$ cat src/rtl/pox_pkg.sv
// Package for the pulse oximeter core: widths, register indexes, reset values,
// SpO2 fit constants and the state types of the back end.
// No dependencies.
package pox_pkg;

    localparam int SAMPLE_WIDTH_DEF = 12;
    localparam int COUNT_WIDTH_DEF  = 16;
    localparam int QUEUE_DEPTH      = 2;

    localparam int CFG_ADDR_W = 8;
    localparam int CFG_DATA_W = 16;
    localparam int SPO2_W     = 7;
    localparam int BPM_W      = 16;
    localparam int RATIO_W    = 16;
    localparam int RATIO_FRAC = 12;

    localparam logic [CFG_ADDR_W-1:0] CFG_MIN_PERIOD = 8'd0;
    localparam logic [CFG_ADDR_W-1:0] CFG_BPM_SCALE  = 8'd1;

    localparam logic [CFG_DATA_W-1:0] MIN_PERIOD_RST = 16'd100;
    localparam logic [CFG_DATA_W-1:0] BPM_SCALE_RST  = 16'd30000;

    localparam logic [RATIO_W-1:0] Q_ONE      = 16'd4096;
    localparam logic [RATIO_W-1:0] Q_LOW_MAX  = 16'd1638;
    localparam logic [RATIO_W-1:0] Q_HIGH_MIN = 16'd13927;

    localparam logic [19:0] LIN_BASE  = 20'd450560;
    localparam logic [4:0]  LIN_SLOPE = 5'd25;
    localparam logic [25:0] FIT_BASE  = 26'd49324032;
    localparam logic [11:0] FIT_SLOPE = 12'd3542;
    localparam int          FIT_SHIFT = 14;
    localparam int          FIT_HI_W  = 12;
    // Division by 25 is a multiply by 2622 and a 16-bit shift, exact below 4096.
    localparam logic [FIT_HI_W-1:0] FIT_RECIP    = 12'd2622;
    localparam int                  FIT_RECIP_SH = 16;

    localparam logic [SPO2_W-1:0] SPO2_AT_ONE = 7'd85;
    localparam logic [SPO2_W-1:0] SPO2_MAX    = 7'd100;

    typedef enum logic [3:0] {
        BK_IDLE,
        BK_MUL,
        BK_RATIO,
        BK_RDIV,
        BK_FIT,
        BK_FIT2,
        BK_BPM,
        BK_BDIV,
        BK_OUT
    } t_back_state;

    typedef enum logic [1:0] {
        FIT_ONE,
        FIT_ZERO,
        FIT_LIN,
        FIT_CURVE
    } t_fit_cls;

endpackage

$ cat src/rtl/pox_if.sv
// Channel interfaces of the pulse oximeter core: sample input, register
// write port and result output. Depends on pox_pkg.
interface pox_in_if #(
    parameter int SW = 12
) ();
    logic                 valid;
    logic                 ready;
    logic signed [SW-1:0] red_ac;
    logic signed [SW-1:0] ir_ac;
    logic        [SW-1:0] red_dc;
    logic        [SW-1:0] ir_dc;

    modport source (output valid, red_ac, ir_ac, red_dc, ir_dc, input ready);
    modport sink   (input valid, red_ac, ir_ac, red_dc, ir_dc, output ready);
endinterface

interface pox_cfg_if import pox_pkg::*; ();
    logic                  valid;
    logic                  ready;
    logic [CFG_ADDR_W-1:0] addr;
    logic [CFG_DATA_W-1:0] data;

    modport source (output valid, addr, data, input ready);
    modport sink   (input valid, addr, data, output ready);
endinterface

interface pox_out_if import pox_pkg::*; ();
    logic              valid;
    logic              ready;
    logic [SPO2_W-1:0] spo2_percent;
    logic [BPM_W-1:0]  pulse_bpm;
    logic              updated;

    modport source (output valid, spo2_percent, pulse_bpm, updated, input ready);
    modport sink   (input valid, spo2_percent, pulse_bpm, updated, output ready);
endinterface

$ cat src/rtl/pox_front.sv
// Front end: register file, peak tracking, falling-edge period detection and
// classification of each sample into a job for the back end. Depends on pox_pkg.
module pox_front import pox_pkg::*; #(
    parameter int SW = SAMPLE_WIDTH_DEF,
    parameter int CW = COUNT_WIDTH_DEF,
    parameter int JOB_W = 1 + 4 * SW + CW
) (
    input  logic                  i_clk,
    input  logic                  i_rst_n,
    pox_in_if.sink                i_smp,
    pox_cfg_if.sink               i_cfg,
    output logic                  o_job_valid,
    input  logic                  i_job_ready,
    output logic [JOB_W-1:0]      o_job,
    output logic [CFG_DATA_W-1:0] o_bpm_scale
);

    localparam int CMP_W = (CW > CFG_DATA_W) ? CW : CFG_DATA_W;

    logic signed [SW-1:0]   r_red_max, r_red_min, r_ir_max, r_ir_min, r_prev;
    logic signed [SW-1:0]   n_red_max, n_red_min, n_ir_max, n_ir_min;
    logic        [CW-1:0]   r_cnt, n_cnt, r_period, n_period;
    logic [CFG_DATA_W-1:0]  r_min_period, r_bpm_scale;
    logic signed [SW-1:0]   w_rac, w_iac;
    logic                   w_edge, w_fire, w_upd;
    logic        [SW:0]     w_dr, w_di;
    logic        [SW-1:0]   w_vpp_r, w_vpp_i;

    assign w_rac  = i_smp.red_ac;
    assign w_iac  = i_smp.ir_ac;
    assign w_fire = i_smp.valid && i_job_ready;
    assign w_edge = (w_rac[SW-1] || (w_rac == '0)) && !r_prev[SW-1] && (r_prev != '0);

    always_comb begin
        n_red_max = (w_rac > r_red_max) ? w_rac : r_red_max;
        n_red_min = (w_rac < r_red_min) ? w_rac : r_red_min;
        n_ir_max  = (w_iac > r_ir_max)  ? w_iac : r_ir_max;
        n_ir_min  = (w_iac < r_ir_min)  ? w_iac : r_ir_min;
        n_period  = r_period;
        n_cnt     = (r_cnt != '1) ? CW'(r_cnt + 1'b1) : r_cnt;
        if (w_edge) begin
            n_red_max = w_rac;
            n_red_min = w_rac;
            n_ir_max  = w_iac;
            n_ir_min  = w_iac;
            n_period  = r_cnt;
            n_cnt     = CW'(1);
        end
    end

    assign w_dr    = {n_red_max[SW-1], n_red_max} - {n_red_min[SW-1], n_red_min};
    assign w_di    = {n_ir_max[SW-1], n_ir_max} - {n_ir_min[SW-1], n_ir_min};
    assign w_vpp_r = w_dr[SW] ? '0 : w_dr[SW-1:0];
    assign w_vpp_i = w_di[SW] ? '0 : w_di[SW-1:0];
    assign w_upd   = (CMP_W'(n_period) >= CMP_W'(r_min_period)) && (w_vpp_r != '0);

    assign i_smp.ready = i_job_ready;
    assign o_job_valid = i_smp.valid;
    assign o_job       = {w_upd, w_vpp_r, w_vpp_i, i_smp.red_dc, i_smp.ir_dc, n_period};
    assign i_cfg.ready = 1'b1;
    assign o_bpm_scale = r_bpm_scale;

    always_ff @(posedge i_clk) begin
        if (!i_rst_n) begin
            r_min_period <= MIN_PERIOD_RST;
            r_bpm_scale  <= BPM_SCALE_RST;
        end else if (i_cfg.valid) begin
            if (i_cfg.addr == CFG_MIN_PERIOD) begin
                r_min_period <= i_cfg.data;
            end
            if (i_cfg.addr == CFG_BPM_SCALE) begin
                r_bpm_scale <= i_cfg.data;
            end
        end
    end

    always_ff @(posedge i_clk) begin
        if (!i_rst_n) begin
            r_red_max <= '0;
            r_red_min <= '0;
            r_ir_max  <= '0;
            r_ir_min  <= '0;
            r_prev    <= '0;
            r_cnt     <= '0;
            r_period  <= '0;
        end else if (w_fire) begin
            r_red_max <= n_red_max;
            r_red_min <= n_red_min;
            r_ir_max  <= n_ir_max;
            r_ir_min  <= n_ir_min;
            r_prev    <= w_rac;
            r_cnt     <= n_cnt;
            r_period  <= n_period;
        end
    end

endmodule

$ cat src/rtl/pox_queue.sv
// Small first-in first-out job queue between the front and back ends.
// Depends on pox_pkg.
module pox_queue import pox_pkg::*; #(
    parameter int W     = 8,
    parameter int DEPTH = QUEUE_DEPTH
) (
    input  logic         i_clk,
    input  logic         i_rst_n,
    input  logic         i_push_valid,
    output logic         o_push_ready,
    input  logic [W-1:0] i_push_data,
    output logic         o_pop_valid,
    input  logic         i_pop_ready,
    output logic [W-1:0] o_pop_data
);

    localparam int PTR_W = (DEPTH > 1) ? $clog2(DEPTH) : 1;
    localparam int CNT_W = $clog2(DEPTH + 1);

    logic [W-1:0]     r_mem [DEPTH];
    logic [PTR_W-1:0] r_wr, r_rd;
    logic [CNT_W-1:0] r_cnt;
    logic             w_push, w_pop;

    assign o_push_ready = (r_cnt != CNT_W'(DEPTH));
    assign o_pop_valid  = (r_cnt != '0);
    assign o_pop_data   = r_mem[r_rd];
    assign w_push       = i_push_valid && o_push_ready;
    assign w_pop        = o_pop_valid && i_pop_ready;

    always_ff @(posedge i_clk) begin
        if (w_push) begin
            r_mem[r_wr] <= i_push_data;
        end
    end

    always_ff @(posedge i_clk) begin
        if (!i_rst_n) begin
            r_wr  <= '0;
            r_rd  <= '0;
            r_cnt <= '0;
        end else begin
            if (w_push) begin
                r_wr <= (r_wr == PTR_W'(DEPTH - 1)) ? '0 : PTR_W'(r_wr + 1'b1);
            end
            if (w_pop) begin
                r_rd <= (r_rd == PTR_W'(DEPTH - 1)) ? '0 : PTR_W'(r_rd + 1'b1);
            end
            if (w_push && !w_pop) begin
                r_cnt <= CNT_W'(r_cnt + 1'b1);
            end else if (w_pop && !w_push) begin
                r_cnt <= CNT_W'(r_cnt - 1'b1);
            end
        end
    end

endmodule

$ cat src/rtl/pox_back.sv
// Back end: ratio-of-ratios, SpO2 fit and pulse rate, using one shared
// shift-subtract divider, with the held results and the output beat. Depends on pox_pkg.
module pox_back import pox_pkg::*; #(
    parameter int SW = SAMPLE_WIDTH_DEF,
    parameter int CW = COUNT_WIDTH_DEF,
    parameter int JOB_W = 1 + 4 * SW + CW
) (
    input  logic                  i_clk,
    input  logic                  i_rst_n,
    input  logic                  i_job_valid,
    output logic                  o_job_ready,
    input  logic [JOB_W-1:0]      i_job,
    input  logic [CFG_DATA_W-1:0] i_bpm_scale,
    pox_out_if.source             o_res
);

    localparam int DW     = (2 * SW > CW) ? 2 * SW : CW;
    localparam int QW     = BPM_W;
    localparam int STEP_W = $clog2(QW);
    localparam int SAT_SH = QW - RATIO_FRAC;

    t_back_state          r_state, n_state;
    t_fit_cls             r_cls, w_cls;
    logic [SW-1:0]        r_vpp_r, r_vpp_i, r_rdc, r_idc;
    logic [CW-1:0]        r_period;
    logic [DW-1:0]        r_num, r_den, r_rem, r_div;
    logic [QW-1:0]        r_quo;
    logic [STEP_W-1:0]    r_step;
    logic [19:0]          r_lin;
    logic                 r_fit_neg;
    logic [FIT_HI_W-1:0]  r_fit_hi;
    logic [SPO2_W-1:0]    r_spo2;
    logic [BPM_W-1:0]     r_bpm;
    logic                 r_upd;

    logic [2*SW-1:0]      w_num, w_den;
    logic [DW:0]          w_trial, w_diff;
    logic                 w_ge, w_last, w_sat;
    logic [DW-1:0]        n_rem;
    logic [QW-1:0]        n_quo;
    logic [20:0]          w_lin_prod;
    logic [19:0]          w_lin;
    logic [27:0]          w_fit_prod, w_fit_diff;
    logic [2*FIT_HI_W-1:0] w_fit_q;

    assign w_num = r_vpp_r * r_idc;
    assign w_den = r_vpp_i * r_rdc;
    assign w_sat = {{SAT_SH{1'b0}}, r_num} >= {r_den, {SAT_SH{1'b0}}};

    assign w_trial = {r_rem, r_quo[QW-1]};
    assign w_diff  = w_trial - {1'b0, r_div};
    assign w_ge    = !w_diff[DW];
    assign n_rem   = w_ge ? w_diff[DW-1:0] : w_trial[DW-1:0];
    assign n_quo   = {r_quo[QW-2:0], w_ge};
    assign w_last  = (r_step == STEP_W'(QW - 1));

    assign w_lin_prod = LIN_SLOPE * r_quo;
    assign w_lin      = LIN_BASE - w_lin_prod[19:0];
    assign w_fit_prod = FIT_SLOPE * r_quo;
    assign w_fit_diff = {2'b00, FIT_BASE} - w_fit_prod;
    assign w_fit_q    = r_fit_hi * FIT_RECIP;

    always_comb begin
        if (r_quo == Q_ONE) begin
            w_cls = FIT_ONE;
        end else if (r_quo <= Q_LOW_MAX) begin
            w_cls = FIT_ZERO;
        end else if (r_quo < Q_ONE) begin
            w_cls = FIT_LIN;
        end else if (r_quo >= Q_HIGH_MIN) begin
            w_cls = FIT_ZERO;
        end else begin
            w_cls = FIT_CURVE;
        end
    end

    always_comb begin
        n_state     = r_state;
        o_job_ready = 1'b0;
        o_res.valid = 1'b0;
        unique case (r_state)
            BK_IDLE: begin
                o_job_ready = 1'b1;
                if (i_job_valid) begin
                    n_state = i_job[JOB_W-1] ? BK_MUL : BK_OUT;
                end
            end
            BK_MUL:   n_state = BK_RATIO;
            BK_RATIO: begin
                if (r_den == '0) begin
                    n_state = BK_BPM;
                end else if (w_sat) begin
                    n_state = BK_FIT;
                end else begin
                    n_state = BK_RDIV;
                end
            end
            BK_RDIV:  n_state = w_last ? BK_FIT : BK_RDIV;
            BK_FIT:   n_state = BK_FIT2;
            BK_FIT2:  n_state = BK_BPM;
            BK_BPM:   n_state = (r_period == '0) ? BK_OUT : BK_BDIV;
            BK_BDIV:  n_state = w_last ? BK_OUT : BK_BDIV;
            BK_OUT: begin
                o_res.valid = 1'b1;
                if (o_res.ready) begin
                    n_state = BK_IDLE;
                end
            end
            default:  n_state = BK_IDLE;
        endcase
    end

    always_ff @(posedge i_clk) begin
        if (!i_rst_n) begin
            r_state <= BK_IDLE;
        end else begin
            r_state <= n_state;
        end
    end

    always_ff @(posedge i_clk) begin
        if (!i_rst_n) begin
            r_spo2 <= '0;
            r_bpm  <= '0;
            r_upd  <= 1'b0;
        end else begin
            case (r_state)
                BK_IDLE: begin
                    if (i_job_valid) begin
                        r_upd <= i_job[JOB_W-1];
                    end
                end
                BK_RATIO: begin
                    if (r_den == '0) begin
                        r_spo2 <= '0;
                    end
                end
                BK_FIT2: begin
                    case (r_cls)
                        FIT_ONE:   r_spo2 <= SPO2_AT_ONE;
                        FIT_LIN:   r_spo2 <= r_lin[RATIO_FRAC +: SPO2_W];
                        FIT_CURVE: r_spo2 <= r_fit_neg ? '0 : w_fit_q[FIT_RECIP_SH +: SPO2_W];
                        default:   r_spo2 <= '0;
                    endcase
                end
                BK_BPM: begin
                    if (r_period == '0) begin
                        r_bpm <= '0;
                    end
                end
                BK_BDIV: begin
                    if (w_last) begin
                        r_bpm <= n_quo;
                    end
                end
                default: begin
                end
            endcase
        end
    end

    always_ff @(posedge i_clk) begin
        case (r_state)
            BK_IDLE: begin
                {r_vpp_r, r_vpp_i, r_rdc, r_idc, r_period} <= i_job[JOB_W-2:0];
            end
            BK_MUL: begin
                r_num <= DW'(w_num);
                r_den <= DW'(w_den);
            end
            BK_RATIO: begin
                r_step <= '0;
                r_div  <= r_den;
                if (w_sat) begin
                    r_quo <= '1;
                end else begin
                    r_rem <= r_num >> SAT_SH;
                    r_quo <= {r_num[SAT_SH-1:0], {RATIO_FRAC{1'b0}}};
                end
            end
            BK_FIT: begin
                r_cls     <= w_cls;
                r_lin     <= w_lin;
                r_fit_neg <= w_fit_diff[27];
                r_fit_hi  <= w_fit_diff[FIT_SHIFT +: FIT_HI_W];
            end
            BK_BPM: begin
                r_step <= '0;
                r_rem  <= '0;
                r_quo  <= i_bpm_scale;
                r_div  <= DW'(r_period);
            end
            BK_RDIV, BK_BDIV: begin
                r_rem  <= n_rem;
                r_quo  <= n_quo;
                r_step <= STEP_W'(r_step + 1'b1);
            end
            default: begin
            end
        endcase
    end

    assign o_res.spo2_percent = r_spo2;
    assign o_res.pulse_bpm    = r_bpm;
    assign o_res.updated      = r_upd;

endmodule

$ cat src/rtl/pulse_oximeter_spo2_bpm_core.sv
// Pulse oximeter core: one result beat for every accepted sample beat, carrying the
// held SpO2 and pulse rate and a flag for samples that refreshed them. A sample that
// refreshes the results runs at most two 16-step shift-subtract divisions (ratio of
// ratios, pulse) on one shared divider, with the SpO2 curve finished by a reciprocal
// multiply; any other sample goes straight to the output beat. Output stalls hold the
// back end in its output beat. The front end takes samples while the two-entry job
// queue has room, so input and output stall independently.
// Depends on pox_pkg, pox_if, pox_front, pox_queue and pox_back.
module pulse_oximeter_spo2_bpm_core import pox_pkg::*; #(
    parameter int SAMPLE_WIDTH = SAMPLE_WIDTH_DEF,
    parameter int COUNT_WIDTH  = COUNT_WIDTH_DEF
) (
    input  logic      i_clk,
    input  logic      i_rst_n,
    pox_in_if.sink    i_smp,
    pox_cfg_if.sink   i_cfg,
    pox_out_if.source o_res
);

    localparam int JOB_W = 1 + 4 * SAMPLE_WIDTH + COUNT_WIDTH;

    logic                  w_fq_valid, w_fq_ready, w_qb_valid, w_qb_ready;
    logic [JOB_W-1:0]      w_fq_job, w_qb_job;
    logic [CFG_DATA_W-1:0] w_bpm_scale;

    pox_front #(
        .SW    (SAMPLE_WIDTH),
        .CW    (COUNT_WIDTH),
        .JOB_W (JOB_W)
    ) u_front (
        .i_clk       (i_clk),
        .i_rst_n     (i_rst_n),
        .i_smp       (i_smp),
        .i_cfg       (i_cfg),
        .o_job_valid (w_fq_valid),
        .i_job_ready (w_fq_ready),
        .o_job       (w_fq_job),
        .o_bpm_scale (w_bpm_scale)
    );

    pox_queue #(
        .W     (JOB_W),
        .DEPTH (QUEUE_DEPTH)
    ) u_queue (
        .i_clk        (i_clk),
        .i_rst_n      (i_rst_n),
        .i_push_valid (w_fq_valid),
        .o_push_ready (w_fq_ready),
        .i_push_data  (w_fq_job),
        .o_pop_valid  (w_qb_valid),
        .i_pop_ready  (w_qb_ready),
        .o_pop_data   (w_qb_job)
    );

    pox_back #(
        .SW    (SAMPLE_WIDTH),
        .CW    (COUNT_WIDTH),
        .JOB_W (JOB_W)
    ) u_back (
        .i_clk       (i_clk),
        .i_rst_n     (i_rst_n),
        .i_job_valid (w_qb_valid),
        .o_job_ready (w_qb_ready),
        .i_job       (w_qb_job),
        .i_bpm_scale (w_bpm_scale),
        .o_res       (o_res)
    );

endmodule

$ cat src/flat_wrapper.sv
// flat-port wrapper written by rule: the top's interface ports become plain ports
module pulse_oximeter_spo2_bpm_core_flat import pox_pkg::*;
#(
    parameter int SAMPLE_WIDTH = SAMPLE_WIDTH_DEF,
    parameter int COUNT_WIDTH  = COUNT_WIDTH_DEF
)
  (i_clk, i_rst_n, i_smp_valid, i_smp_red_ac, i_smp_ir_ac, i_smp_red_dc, i_smp_ir_dc, i_smp_ready, i_cfg_valid, i_cfg_addr, i_cfg_data, i_cfg_ready, o_res_valid, o_res_spo2_percent, o_res_pulse_bpm, o_res_updated, o_res_ready);
  pox_in_if i_smp_i ();
  pox_cfg_if i_cfg_i ();
  pox_out_if o_res_i ();
  input  logic i_clk;
  input  logic i_rst_n;
  input wire logic [$bits(i_smp_i.valid)-1:0] i_smp_valid;
  input wire logic [$bits(i_smp_i.red_ac)-1:0] i_smp_red_ac;
  input wire logic [$bits(i_smp_i.ir_ac)-1:0] i_smp_ir_ac;
  input wire logic [$bits(i_smp_i.red_dc)-1:0] i_smp_red_dc;
  input wire logic [$bits(i_smp_i.ir_dc)-1:0] i_smp_ir_dc;
  output wire logic [$bits(i_smp_i.ready)-1:0] i_smp_ready;
  input wire logic [$bits(i_cfg_i.valid)-1:0] i_cfg_valid;
  input wire logic [$bits(i_cfg_i.addr)-1:0] i_cfg_addr;
  input wire logic [$bits(i_cfg_i.data)-1:0] i_cfg_data;
  output wire logic [$bits(i_cfg_i.ready)-1:0] i_cfg_ready;
  output wire logic [$bits(o_res_i.valid)-1:0] o_res_valid;
  output wire logic [$bits(o_res_i.spo2_percent)-1:0] o_res_spo2_percent;
  output wire logic [$bits(o_res_i.pulse_bpm)-1:0] o_res_pulse_bpm;
  output wire logic [$bits(o_res_i.updated)-1:0] o_res_updated;
  input wire logic [$bits(o_res_i.ready)-1:0] o_res_ready;
  assign i_smp_i.valid = i_smp_valid;
  assign i_smp_i.red_ac = i_smp_red_ac;
  assign i_smp_i.ir_ac = i_smp_ir_ac;
  assign i_smp_i.red_dc = i_smp_red_dc;
  assign i_smp_i.ir_dc = i_smp_ir_dc;
  assign i_smp_ready = i_smp_i.ready;
  assign i_cfg_i.valid = i_cfg_valid;
  assign i_cfg_i.addr = i_cfg_addr;
  assign i_cfg_i.data = i_cfg_data;
  assign i_cfg_ready = i_cfg_i.ready;
  assign o_res_valid = o_res_i.valid;
  assign o_res_spo2_percent = o_res_i.spo2_percent;
  assign o_res_pulse_bpm = o_res_i.pulse_bpm;
  assign o_res_updated = o_res_i.updated;
  assign o_res_i.ready = o_res_ready;
  pulse_oximeter_spo2_bpm_core #(.SAMPLE_WIDTH(SAMPLE_WIDTH), .COUNT_WIDTH(COUNT_WIDTH)) u_core (.i_clk(i_clk), .i_rst_n(i_rst_n), .i_smp(i_smp_i), .i_cfg(i_cfg_i), .o_res(o_res_i));
endmodule
$ cat config.mk
export PLATFORM = sky130hd
export DESIGN_NAME = pulse_oximeter_spo2_bpm_core_flat
export DESIGN_NICKNAME = d
export VERILOG_FILES = /design/src/rtl/pox_pkg.sv /design/src/rtl/pox_if.sv /design/src/rtl/pox_front.sv /design/src/rtl/pox_queue.sv /design/src/rtl/pox_back.sv /design/src/rtl/pulse_oximeter_spo2_bpm_core.sv /design/src/flat_wrapper.sv
export SDC_FILE = /design/constraint.sdc
export NUM_CORES = 2
export LEC_CHECK = 0
export ABC_AREA = 1
export ABC_CLOCK_PERIOD_IN_PS = 7650
export BUFFER_PORTS_ARGS = -buffer_cell sky130_fd_sc_hd__buf_2
export CORE_MARGIN = 5
export CORE_UTILIZATION = 40
export DETAILED_ROUTE_END_ITERATION = 8
export RECOVER_POWER = 100
export SYNTH_ARGS = -nofsm -noshare
export SYNTH_HDL_FRONTEND = slang
export SYNTH_SLANG_ARGS = --single-unit
$ cat constraint.sdc
create_clock -name i_clk -period 7.65 [get_ports i_clk]
set_clock_uncertainty 0.05 [all_clocks]
set_input_delay 1.53 -clock i_clk [delete_from_list [all_inputs] [get_ports i_clk]]
set_output_delay 1.53 -clock i_clk [all_outputs]
set_load 0.02 [all_outputs]
# Word-level counts from Yosys, hierarchy flattened
# Memory sizes are Yosys's and may differ from the RTL's. A register that Yosys moved wholly into a read port is not among the register bits.
# Cells that the tools add are included.
# word_totals
ff_bits	370
out_inout_bits	27
memories	1
inputBits	77
ramBits	130
word_cells	167
# op_classes
order_cmp	9
muxes	49
mul	5
addsub	11
n_reduce_logical	39
eq_ne	21
# memory_table
memory	words	word_bits	rd	rd_clocked_by_memory_dff	wr	line	source
u_core.u_queue.r_mem	2	65	1	1	1	pox_queue.sv:20	logic [W-1:0] r_mem [DEPTH];
# op_table
op	n
two-way mux 12 bit	10
two-way mux 16 bit	6
one-hot mux 24 bit (3 select lines)	1
multiplier 12 x 12 -> 24 bit	2
two-way mux 24 bit	2
one-hot mux 16 bit (3 select lines)	1
one-hot mux 24 bit (2 select lines)	1
one-hot mux 4 bit (9 select lines)	1
one-hot mux 16 bit (2 select lines)	1
>= comparator 24 x 28 -> 1 bit	1
subtractor 26 x 28 -> 28 bit (first input constant)	1
multiplier 11 x 16 -> 27 bit (first input constant)	1
subtractor 12 x 12 -> 13 bit	2
subtractor 25 x 24 -> 25 bit	1
greater-than comparator 12 bit	2
logical NOT 24 bit	1
less-than comparator 12 bit	2
nonzero test 12 bit	2
multiplier 12 x 11 -> 22 bit (second input constant)	1
one-hot mux 7 bit (3 select lines)	1
two-way mux 4 bit	5
multiplier 5 x 16 -> 19 bit (first input constant)	1
subtractor 19 bit (first input constant)	1
adder 16 x 1 -> 16 bit (second input constant)	1
37 further kinds	86

# Logic depth before layout (Yosys ltp)
# depth
word_depth	9
ltp_mapped	29

# Cells and area by module
# From an unflattened synthesis, not the netlist that was laid out.
# unflattened
cells_unflattened	5171
area_unflattened_um2	43706.9
# modules_own_cells
mod	area_per_inst_um2	seq_area_each_um2	n_inst	cells_per_inst
pox_back	29259.3	6626.4	1	3478
pox_front	9311.4	2482.4	1	1454
pox_queue	5136.2	4003.8	1	239

# Worst setup path before layout
# No wires, ideal clock.
# synth_path
path_type	reg-to-reg
start	register u_core.u_back.r_quo[8]
end	register u_core.u_back.r_fit_neg, data pin
stages_incl_launch_ff	25
path_buffers	0
required_ps	7348
path_slack_ps	2295
t_arrival_ps	5053
cell_sequence	edfxtp_1 -> inv_1 -> fa_1 -> inv_1 -> fa_1 -> fa_1 -> fa_1 -> inv_1 -> fa_1 -> inv_1 -> ha_1 -> nand2_1 -> inv_1 -> a21oi_1 -> nor2_1 -> nor2_1 -> nand3_1 -> nand2_1 -> nand2_1 -> nor2_1 -> nor2_1 -> nor2_2 -> nand2_1 -> nand2_1 -> nand2_1
# synth_between
elab_chain_len	2
# synth_rtl
element	line	source
from (decl)	pox_back.sv:27	logic [QW-1:0] r_quo;
from (signal assigned)	pox_back.sv:178	r_quo <= {r_num[SAT_SH-1:0], {RATIO_FRAC{1'b0}}};
from (signal assigned)	pox_back.sv:190	r_quo <= i_bpm_scale;
from (signal assigned)	pox_back.sv:195	r_quo <= n_quo;
multiplier 11 x 16 -> 27 bit	pox_back.sv:59	assign w_fit_prod = FIT_SLOPE * r_quo;
subtractor 26 x 28 -> 28 bit	pox_back.sv:60	assign w_fit_diff = {2'b00, FIT_BASE} - w_fit_prod;
net u_core.u_back.w_fit_diff[27]	pox_back.sv:43	logic [27:0] w_fit_prod, w_fit_diff;
to (signal assigned)	pox_back.sv:184	r_fit_neg <= w_fit_diff[27];
to (decl)	pox_back.sv:30	logic r_fit_neg;
# The timed path passes the listed nets, and every way through them passes these cells.
# A chain may end at the register's enable or synchronous reset.

# Final worst setup path
# layout_path
start	input i_smp_valid
end	register u_core.u_front.r_cnt[5]
# layout_between
elab_chain_len	2
# layout_rtl
element	line	source
from (decl)	flat_wrapper.sv:13	input wire logic [$bits(i_smp_i.valid)-1:0] i_smp_valid;
logical AND 1 bit	pox_front.sv:31	assign w_fire = i_smp.valid && i_job_ready;
AND reduction 2 bit (no source line)	n/a	
to (signal assigned)	pox_front.sv:92	r_cnt <= n_cnt;
to (decl)	pox_front.sv:22	logic [CW-1:0] r_cnt, n_cnt, r_period, n_period;
# Every way passes these cells.

==> flow_summary.yaml <==
outcome:
  status: "complete, but fails checks"
  violations: "max-capacitance violations, max-slew violations"
global_route:
  grt_pass1_vias: 33140
  use_met3_pct: 2.460
  met1_usage_pct: 24.33
  grt_pass1_wl_um: 169300
  grt-busiest-layer: "met2"
  use_met2_pct: 31.32
  grt_util_all_layers_pct: 18.05
  overflow: 0
  antenna_found_initial: 1
  grt_start_max_net_pins: 74
setup_path:
  worstPathRequired_ns: 8.14
  critical_path_class: "in -> reg"
  cp.arrival_ns: 6.90
  path_buf_inv: 5
  slowest_delay_ns: 2.27
  slowest_stage: "clkbuf_1"
  worstPathMaxFanout: 73
  path_cells: "buf_2 -> nand2_2 -> clkbuf_1 -> clkinv_1 -> clkbuf_1 -> nand2_1 -> nand2_1 -> inv_2 -> nor2_1 -> nand2_1 -> nand2_1 -> nand2_1 -> nor2_1"
  end_kind: "register"
  start_kind: "input port"
  crit_path_frequent_cell: "nand2_1"
  path_delay_family: "buffers and inverters"
floorplanning:
  rows: 119
  dieArea_mm2: 0.1135
  die_y_um: 336.8
  core_mm2: 0.1057
  start_util_pct: 40.42
  die_x_um: 336.8
  boundaryPins: 104
final_layout:
  layout_common_cells: "nand2_1, inv_1, ha_1"
  drive_above_1_share_pct: 3.833
  nFillCells: 10540
  multi_input_area_mm2: 0.02511
  final_cell_area_mm2: 0.04631
  layout_commonest_cell: "nand2_1"
  seqCellArea_mm2: 0.01311
  area_delta_synth_final_pct: 8.396
  final_nets: 6086
synth:
  ys_ff_latch: 489
  ys_seq_area_share_pct: 30.69
  yosysWarnings: 0
  syn-num-nets: 6042
  ys_types: 56
  synth_area_leader_cell: "edfxtp_1"
  avgSynthCellArea_um2: 8.295
  synth_area_leaders: "edfxtp_1, fa_1, ha_1"
  syn_inst: 5151
  yosys.area.top_type_share_pct: 23.33
  synth_area_mm2: 0.04273
sta:
  period_share_pct: 83.78
  slew_violations: 513
  worstMarginPinSlew_ns: 3.802
  max_freq_ghz: 0.1560
  setup_violations: 0
  slew_headroom_pct: -153.4
  fin_tns_setup_ns: 0
  finalHoldViolCount: 0
  fin_crit_ns: 6.409
  rsz0062_at_grt: "no"
drt:
  drtPass1Iterations: 6
  drt_iter0_drc: 1795
  vias: 32380
  avgViaCountPerCell: 4.879
  drtAntennaViolNets: 0
  totalWireLength_um: 100600
  wire_per_inst_um: 15.16
  drc: 0
clock_tree:
  cts_num_sinks: 489
  cts_root_buffer: "clkbuf_16"
  worstSkewPairLatency_ns: 0.65
  cts_buffers: 58
  h-tree-depth: 2
  cts_tree: "yes"
  cts_resized: 0
  ctsHoldBuffers: 0
  cts_buffer_depth: 3
  cts.reportedPaths.clkPinSlew_ns: 0.06
  post_cts.repair.setup_buffers: 0
place:
  io_buffers: 102
  gp_congestion: 0.9132
  place_area_mm2: 0.04460
  dpl.hpwl_um: 79710
job:
  drv_cap: 10
worst_hold_path:
  hold_path.class: "reg -> reg"
[registers in the layout, indices dropped and copies added (netlist names), 16 cells and up, named ones only]
| register | cells |
|---|---|
| u_core.u_back.r_div | 24 |
| u_core.u_back.r_quo | 16 |
| u_core.u_back.r_num | 24 |
| u_core.u_back.r_rem | 24 |
| u_core.u_front.r_cnt | 16 |
| u_core.u_front.o_bpm_scale | 16 |
| u_core.u_back.r_period | 16 |
| u_core.u_queue.r_mem | 130 |
| u_core.u_back.r_den | 24 |
| u_core.u_front.r_period | 16 |
| u_core.u_back.o_res.pulse_bpm | 16 |
| u_core.u_front.r_min_period | 16 |
[through the flow]
step	std cells	hold slack, ns	setup WS [ns]	utilization [%]
after floorplan	5151	0.3745	2.295	-
after global placement	6526	0.3841	1.783	42.19
after detailed placement	6526	0.3947	1.696	42.19
after CTS	6635	0.4081	1.688	43.99
after global routing	6635	0.4290	0.6427	43.81
final	6636	0.4102	1.241	43.81
[worst min-delay path, delay by kind of cell (launching register included)]
kind / cells / cell delay, ns
AOI/OAI and AO/OA: 1 / 0.06
buffers and inverters: 1 / 0.06
DFF: 1 / 0.30
[cell type report]
cell class | count | area share, %
clock buffer | 77 | 3.423
multi-input combinational | 3485 | 54.22
antenna | 1 | 0.005403
timing repair buffer | 121 | 1.178
clock inverter | 32 | 0.6781
sequential | 489 | 28.31
inverter | 1040 | 8.429
tap | 1391 | 3.758
[cells by family (layout without fill, tap and decap cells)]
group	after synthesis	in the layout	share of synthesized area (%)
other	1	2	0.008777
DFF	489	489	30.69
xor gates and xnor gates	107	107	2.211
and+or+nand+nor	1984	1984	19.37
adders and majority gates	814	814	29.76
AOI/OAI and AO/OA	579	579	7.500
buffers and inverters	1177	1270	10.46
[final timing paths]
check	start	endpoint	slack [ns]	cells past startpoint
min reg2reg	u_core.u_front.r_period[0]$_SDFFE_PN0P_	u_core.u_front.r_period[0]$_SDFFE_PN0P_	0.41	2
max	i_smp_valid	u_core.u_front.r_cnt[5]$_SDFFE_PN0P_	1.24	13
min	u_core.u_front.r_period[0]$_SDFFE_PN0P_	u_core.u_front.r_period[0]$_SDFFE_PN0P_	0.41	2
max reg2reg	u_core.u_back.r_quo[1]$_DFFE_PP_	u_core.u_back.r_fit_hi[6]$_DFFE_PP_	1.64	24
[metal layers]
| layer | wire length [um] | up-vias |
|---|---|---|
| met3 | 4046 | 135 |
| met1 | 46630 | 15360 |
| met2 | 47960 | 514 |
| li1 | - | 16370 |
| met4 | 1967 | 0 |
| met5 | 0 | - |
[cells in the mapped netlist, drive strengths merged]
master   instances
nand2         1284
inv           1038
ha             477
fa             337
edfxtp         332
nor2           308
a21oi          278
nand3          227
o21ai          197
dfxtp          157
clkbuf         112
xor2            67
nand4           61
xnor2           40
nor3            39
and2            25
buf             25
a21o            20
o211ai          16
o21bai          14
nand3b          13
nor4            11
o22ai           10
or2             10
a211oi           9
o21a             9
a31oi            7
o31ai            7
a21boi           4
nor3b            4
a221oi           3
a41oi            2
clkinv           2
o2111ai          2
a31o             1
and3             1
conb             1
or4              1
Power is not shown: default switching activity piles up to over one toggle a cycle in this logic, so the estimate is an artifact.
